$ cat config.mk
export PLATFORM = sky130hd
export DESIGN_NAME = cmld_ctrl
export DESIGN_NICKNAME = d
export VERILOG_FILES = /design/src/hw/rtl/cmld_pkg.sv /design/src/hw/rtl/cmld_ctrl.sv
export SDC_FILE = /design/constraint.sdc
export NUM_CORES = 1
export LEC_CHECK = 0
export ABC_AREA = 0
export BUFFER_PORTS_ARGS = -buffer_cell sky130_fd_sc_hd__buf_2
export CORE_ASPECT_RATIO = 0.75
export CORE_UTILIZATION = 58
export CTS_BUF_LIST = sky130_fd_sc_hd__clkbuf_8 sky130_fd_sc_hd__clkbuf_16
export DETAILED_ROUTE_END_ITERATION = 8
export PLACE_DENSITY = 0.84
export SYNTH_ARGS = -nofsm -noshare
export SYNTH_HDL_FRONTEND = slang
export SYNTH_SLANG_ARGS = --single-unit
$ cat constraint.sdc
create_clock -name clk -period 4.1 [get_ports clk]
set_input_delay 0.205 -clock clk [delete_from_list [all_inputs] [get_ports clk]]
set_output_delay 0.205 -clock clk [all_outputs]
set_load 0.02 [all_outputs]
$ cat src/hw/rtl/cmld_pkg.sv
`timescale 1ns / 1ps
// ----------------------------------------------------------------------------
// cmld_pkg: shared types and constants of the motion level detector
// Widths of the fixed datapath, register indexes, level codes and the
// command/status words between controller and datapath.
// ----------------------------------------------------------------------------
package cmld_pkg;

	// fixed field and datapath widths
	localparam int SMP_W   = 16;   // amplitude sample
	localparam int SMO_W   = 24;   // smoothed value, Q.8
	localparam int SQ_W    = 60;   // sum of squared deviations
	localparam int DVD_W   = 60;   // divider dividend / quotient
	localparam int DVS_W   = 42;   // divider divisor
	localparam int FEAT_W  = 32;   // variance and baseline
	localparam int SCORE_W = 16;
	localparam int ACT_W   = 15;
	localparam int LVL_W   = 2;
	localparam int DBC_W   = 4;    // debounce counters
	localparam int CFG_IDX_W  = 3;
	localparam int CFG_DATA_W = 32;

	// level codes
	localparam logic [LVL_W-1:0] LVL_IDLE     = 2'd0;
	localparam logic [LVL_W-1:0] LVL_PRESENCE = 2'd1;
	localparam logic [LVL_W-1:0] LVL_MOTION   = 2'd2;
	localparam logic [LVL_W-1:0] LVL_HIGH     = 2'd3;

	// register indexes
	localparam logic [CFG_IDX_W-1:0] REG_PRESENCE_THR = 3'd0;
	localparam logic [CFG_IDX_W-1:0] REG_MOTION_THR   = 3'd1;
	localparam logic [CFG_IDX_W-1:0] REG_HIGH_THR     = 3'd2;
	localparam logic [CFG_IDX_W-1:0] REG_HYSTERESIS   = 3'd3;
	localparam logic [CFG_IDX_W-1:0] REG_AUTO_CAL     = 3'd4;
	localparam logic [CFG_IDX_W-1:0] REG_FREEZE       = 3'd5;
	localparam logic [CFG_IDX_W-1:0] REG_NORM_SENS    = 3'd6;
	localparam logic [CFG_IDX_W-1:0] REG_NORM_FLOOR   = 3'd7;

	// register reset values
	localparam logic [15:0] RST_PRESENCE_THR = 16'd9830;
	localparam logic [15:0] RST_MOTION_THR   = 16'd22938;
	localparam logic [15:0] RST_HIGH_THR     = 16'd45875;
	localparam logic [15:0] RST_HYSTERESIS   = 16'd3277;
	localparam logic [15:0] RST_NORM_SENS    = 16'd256;
	localparam logic [31:0] RST_NORM_FLOOR   = 32'd1;

	typedef enum logic [1:0] {
		DIV_AVG  = 2'd0,
		DIV_MEAN = 2'd1,
		DIV_VAR  = 2'd2,
		DIV_NORM = 2'd3
	} div_op_t;

	typedef struct packed {
		logic [15:0] presence_thr;
		logic [15:0] motion_thr;
		logic [15:0] high_thr;
		logic [15:0] hysteresis;
		logic        auto_cal;
		logic        freeze;
		logic [15:0] norm_sens;
		logic [31:0] norm_floor;
	} cfg_t;

	typedef struct packed {
		logic    load;
		logic    med_rd;
		logic    tap_sh;
		logic    med_cap;
		logic    avg_upd;
		logic    div_start;
		div_op_t div_op;
		logic    smo_wr;
		logic    var_rd;
		logic    var_dif;
		logic    var_sq;
		logic    var_acc;
		logic    base_upd;
		logic    scl;
		logic    score_upd;
		logic    cls_upd;
		logic    act_upd;
	} cmd_t;

	typedef struct packed {
		logic frame_long;
		logic tap_full;
		logic pos_end;
		logic var_end;
		logic div_done;
	} sts_t;

	typedef struct packed {
		logic [LVL_W-1:0]   level;
		logic               presence;
		logic               changed;
		logic [SCORE_W-1:0] score;
		logic [ACT_W-1:0]   activity;
		logic [FEAT_W-1:0]  variance;
		logic [FEAT_W-1:0]  baseline;
		logic               calibrated;
	} res_t;

endpackage

$ cat src/hw/rtl/cmld_ctrl.sv
`timescale 1ns / 1ps
// ----------------------------------------------------------------------------
// cmld_ctrl: frame sequencer
// Loads samples, then steps the datapath through median, average, variance,
// baseline, score, classifier and activity, and hands the result over.
// ----------------------------------------------------------------------------
module cmld_ctrl (
	input  logic           clk,
	input  logic           arst_n,
	input  logic           in_valid,
	input  logic           last,
	input  logic           out_free,
	input  cmld_pkg::sts_t sts,
	output cmld_pkg::cmd_t cmd,
	output logic           in_ready,
	output logic           commit
);
	import cmld_pkg::*;

	typedef enum logic [20:0] {
		S_LOAD  = 21'h000001,
		S_MRD   = 21'h000002,
		S_MSH   = 21'h000004,
		S_MMED  = 21'h000008,
		S_MAVG  = 21'h000010,
		S_MDIVS = 21'h000020,
		S_DIVW  = 21'h000040,
		S_MWR   = 21'h000080,
		S_MEANS = 21'h000100,
		S_VRD   = 21'h000200,
		S_VDIF  = 21'h000400,
		S_VSQ   = 21'h000800,
		S_VACC  = 21'h001000,
		S_VDIVS = 21'h002000,
		S_BASE  = 21'h004000,
		S_SCL   = 21'h008000,
		S_NDIVS = 21'h010000,
		S_SCORE = 21'h020000,
		S_CLS   = 21'h040000,
		S_ACT   = 21'h080000,
		S_OUT   = 21'h100000
	} state_t;

	state_t  state_q, state_d;
	div_op_t op_q;

	// next state and commands
	always_comb begin
		state_d  = state_q;
		cmd      = '0;
		in_ready = 1'b0;
		commit   = 1'b0;
		case (state_q)
			S_LOAD: begin
				in_ready = 1'b1;
				if (in_valid) begin
					cmd.load = 1'b1;
					if (last && sts.frame_long) state_d = S_MRD;
				end
			end
			S_MRD: begin
				cmd.med_rd = 1'b1;
				state_d    = S_MSH;
			end
			S_MSH: begin
				cmd.tap_sh = 1'b1;
				state_d    = sts.tap_full ? S_MMED : S_MRD;
			end
			S_MMED: begin
				cmd.med_cap = 1'b1;
				state_d     = S_MAVG;
			end
			S_MAVG: begin
				cmd.avg_upd = 1'b1;
				state_d     = S_MDIVS;
			end
			S_MDIVS: begin
				cmd.div_start = 1'b1;
				cmd.div_op    = DIV_AVG;
				state_d       = S_DIVW;
			end
			S_DIVW: begin
				if (sts.div_done) begin
					case (op_q)
						DIV_AVG:  state_d = S_MWR;
						DIV_MEAN: state_d = S_VRD;
						DIV_VAR:  state_d = S_BASE;
						default:  state_d = S_SCORE;
					endcase
				end
			end
			S_MWR: begin
				cmd.smo_wr = 1'b1;
				state_d    = sts.pos_end ? S_MEANS : S_MRD;
			end
			S_MEANS: begin
				cmd.div_start = 1'b1;
				cmd.div_op    = DIV_MEAN;
				state_d       = S_DIVW;
			end
			S_VRD: begin
				cmd.var_rd = 1'b1;
				state_d    = S_VDIF;
			end
			S_VDIF: begin
				cmd.var_dif = 1'b1;
				state_d     = S_VSQ;
			end
			S_VSQ: begin
				cmd.var_sq = 1'b1;
				state_d    = S_VACC;
			end
			S_VACC: begin
				cmd.var_acc = 1'b1;
				state_d     = sts.var_end ? S_VDIVS : S_VRD;
			end
			S_VDIVS: begin
				cmd.div_start = 1'b1;
				cmd.div_op    = DIV_VAR;
				state_d       = S_DIVW;
			end
			S_BASE: begin
				cmd.base_upd = 1'b1;
				state_d      = S_SCL;
			end
			S_SCL: begin
				cmd.scl = 1'b1;
				state_d = S_NDIVS;
			end
			S_NDIVS: begin
				cmd.div_start = 1'b1;
				cmd.div_op    = DIV_NORM;
				state_d       = S_DIVW;
			end
			S_SCORE: begin
				cmd.score_upd = 1'b1;
				state_d       = S_CLS;
			end
			S_CLS: begin
				cmd.cls_upd = 1'b1;
				state_d     = S_ACT;
			end
			S_ACT: begin
				cmd.act_upd = 1'b1;
				state_d     = S_OUT;
			end
			S_OUT: begin
				if (out_free) begin
					commit  = 1'b1;
					state_d = S_LOAD;
				end
			end
			default: state_d = S_LOAD;
		endcase
	end

	// state register
	always_ff @(posedge clk or negedge arst_n) begin
		if (!arst_n) begin
			state_q <= S_LOAD;
			op_q    <= DIV_AVG;
		end else begin
			state_q <= state_d;
			if (cmd.div_start) op_q <= cmd.div_op;
		end
	end

	// divider completes only while it is being waited on
	a_done_in_wait: assert property (@(posedge clk) disable iff (!arst_n)
		sts.div_done |-> state_q == S_DIVW)
		else $error("divider done outside wait state");

	// smoothed value is written right after its division
	a_wr_after_div: assert property (@(posedge clk) disable iff (!arst_n)
		state_q == S_MWR |-> $past(state_q) == S_DIVW)
		else $error("smoothed write without division");

endmodule

==> metrics.md <==
| Metric | Value |
|---|---|
| Placed wire-length estimate | 2620 um |
| Clock Skew | about 0.0052 ns |
| Syn_nets | 162 |
| Final GP Congestion | about 0.84 |
| Net Sw Frac | 0.373 |
| Finished layout cell area | around 1600 sq um |
| RSZ-0062 raised after global routing | no |
| Worst-margin pin slew | 0.532 ns |
| Layout cells sized above 1 | 0.244 |
| TritonCTS clock tree | yes |
| Fin. max-slew vios | 0 |
| Most common cell in the netlist | dfrtp_1 |
| 1st-iter DRT viols | between 90 and 100 |
| Final number of setup-violating endpoints | 0 |
| Placed cell area | approximately 1600 sq um |
| Antenna-violating nets left | 0 |
| Clock slew at reported path FFs | 0.08 ns |
| Ys Warns | 0 |
| Wire per inst | approximately 16 um |
| CTS sink cnt | 23 |
| Worst r2r src | state_q[9] |
| DR vias | about 1300 |
| Hold Violations, Final | 0 |
| Layout fillers | about 180 |
| Hold_ws | about 0.17 ns |
| Crit path kind | flop to output port |
| Critical path's top delay family | simple AND/OR/NAND/NOR gates |
| Sequential fraction of the synthesis area | 0.403 |
| Crit-path cells | nor4_2 -> and2_1 -> nand3_1 -> or3_1 -> nor3b_2 -> buf_2 |
| Crit path buffers/inverters | 1 |
| Initial Util | 0.621 |
| CTS Buffer Depth | 2 |
| Layout Cells excl Fill | 214 |
| Final Cycle Share | 0.657 |
| Syn Area/Cell | ~9.4 sq um |
| Pwr Density | 381 nW/um^2 |
| Synth Flop Type | dfrtp_1 |
| Die height | around 45 um |
| Comb power frac | 0.348 |
| Port bufs | 29 |
| Placed Cells | about 210 |
| Die Wd | just under 60 um |
| GRT Util Overall | 0.299 |
| Post-synth EDFFs | 0 |
| Io pins | 30 |
| Synth top cells by count | dfrtp_1 (22), nor2_1 (18), nor4_1 (12), inv_1 (8), nand3_1 (7) |
| Synth top area share | 0.384 |
| Die area | around 2700 sq um |
| Hold Crit Class | primary input to flop |
| Hold Startpoint | sts[1] |
| Max Freq | 371 MHz |
| IR drop worst, VDD | between 200 and 250 uV |
| Post-Syn Area | ~1400 sq um |
| Clock Latency Late Sink | ~0.26 ns |
| Clk pwr share | 0.222 |
| Final core occ | 0.714 |
| First-pass GRT wire length | 5850 um |
| Hold Path Depth | 2 |
| Total leakage power | about 0.8 nW |
| Post-synth top area cell | dfrtp_1 |
| Top post-synthesis cells by area | dfrtp_1 (38%), nor4_1 (5.2%), nor2_1 (4.7%) |
| CP max stage delay | approximately 0.48 ns |
| Row count | 15 |
| CP endpoint kind | output port |
| Status | finished, final reports clean |
| Clock buffer count from CTS | 3 |
| Area growth, synth to finish | 15.1% |
| Share of flip-flops with an asynchronous set or reset | 1.00 |
| Sw power | 234 uW |
| Flops & latches, synth | 23 |
| Critical Path RT | just under 4 ns |
| Max Cap Viol | 0 |
| Layout net count | approximately 190 |
| Gr ovfl total | 0 |
| Crit-path slowest cell | dfrtp_1 |
| CTS root buf | clkbuf_8 |
| Vias in the first global route | ~1300 |
| Antenna violations before repair | 0 |
| Crit Reg-Reg Endpoint | state_q[0] |
| DRC | 0 |
| H-tree levels | 1 |
| Routed WL | roughly 3500 um |
| Pint | slightly below 400 uW |
| Slew headroom | 0.636 |
| Netlist cell types | 44 |
| Hold Crit Endpoint | state_q[13] |
| Final Critical Period | approximately 2.7 ns |
| Worst Reg-to-Reg Cells | 6 |
| Post-Syn Instances | 152 |
| Post-CTS setup buffer count | 0 |
| Sequential share of power | 0.430 |
| Largest net degree at the start of global routing | 24 |
| Setup TNS | 0 ns |
| Core area | 2310 sq um |
| Via-to-Cell Ratio | between 6 and 7 |
| R2R setup slack | about 1.7 ns |
| Critical Path Source | state_q[9] |
| Crit start category | flop |
| DR pass1 iterations | 4 |
| Worst Path Max Fanout | 8 |
| Diodes inserted | 0 |
| WP data arrival | between 2 and 2.5 ns |
## worst max-delay path by stage
stage               cells after the start  slack [ns]      end
finish                                  6        1.41   cmd[0]
global route                            6        1.27   cmd[0]
CTS                                     6        1.42   cmd[0]
detailed placement                      6        1.70   cmd[0]
global placement                        6        1.79   cmd[0]
floorplan                               5        1.68  cmd[17]
## area by class of cell
class / instances / area [sq um] / share of cell area
Clock buffer: 3 / 41.3 / 0.0250
Clock inverter: 1 / 3.75 / 0.00228
Inverter: 8 / 30.0 / 0.0182
Multi-Input combinational cell: 115 / 800 / 0.485
Sequential cell: 23 / 577 / 0.350
Tap cell: 34 / 42.5 / 0.0258
Timing Repair Buffer: 30 / 155 / 0.0941
## cells by family after synthesis
kind of cell / synth area share
buffers and inverters: 0.0393
AND/OR/NAND/NOR: 0.458
AO/OA/AOI/OAI: 0.0690
flip-flops: 0.403
XOR/XNOR: 0.0306
## cell usage in the layout (no fill, tap or decap), types with 4 or more instances in the layout
cell / count
buf_2: 29
dfrtp_1: 22
nor2_1: 18
nor4_1: 12
inv_1: 9
nand3_1: 7
nor3_1: 6
nor3b_1: 6
nor4b_1: 5
nand2_1: 4
or3_1: 4
and2_1: 4
and3_1: 4
## layer usage
layer,vias to the layer above,share of wire,GRT usage
met1,629,0.45,0.407
met3,6,0.077,0.0688
met2,67,0.46,0.481
met4,0,0.014,0.0857
li1,634,-,-
met5,-,0,0
## per-stage QoR
step	total power [mW]	worst slack, ns
3_5_place_dp	0.488	1.70
3_3_place_gp	0.480	1.79
5_1_grt	0.669	1.27
2_1_floorplan	0.433	1.68
6_report	0.628	1.41
4_1_cts	0.627	1.42
## power by group through the flow
stage | clock (mW) | sequential (mW) | combinational (mW)
global placement | 0 | 0.272 | 0.209
global route | 0.153 | 0.274 | 0.242
finish | 0.139 | 0.270 | 0.218
detailed placement | 0 | 0.273 | 0.214
floorplan | 0 | 0.259 | 0.174
CTS | 0.142 | 0.269 | 0.216
## registers in the layout (all words and copies together), names as in the netlist
register,flops
op_q,2
state_q,21
## worst register-to-register path, delay by kind of cell, from the launching register on
family	cells	cell delay [ns]
AND/OR/NAND/NOR	4	1.24
flip-flops	1	0.48
AO/OA/AOI/OAI	2	0.63
## timing repair
action | in CTS | in global routing
hold buffers | 1 | 0
resized for setup | 0 | 0
endpoints found under the setup margin | 0 | 0
endpoints found under the hold margin | 22 | 0
No activity file was read; power rests on OpenSTA's default activity.
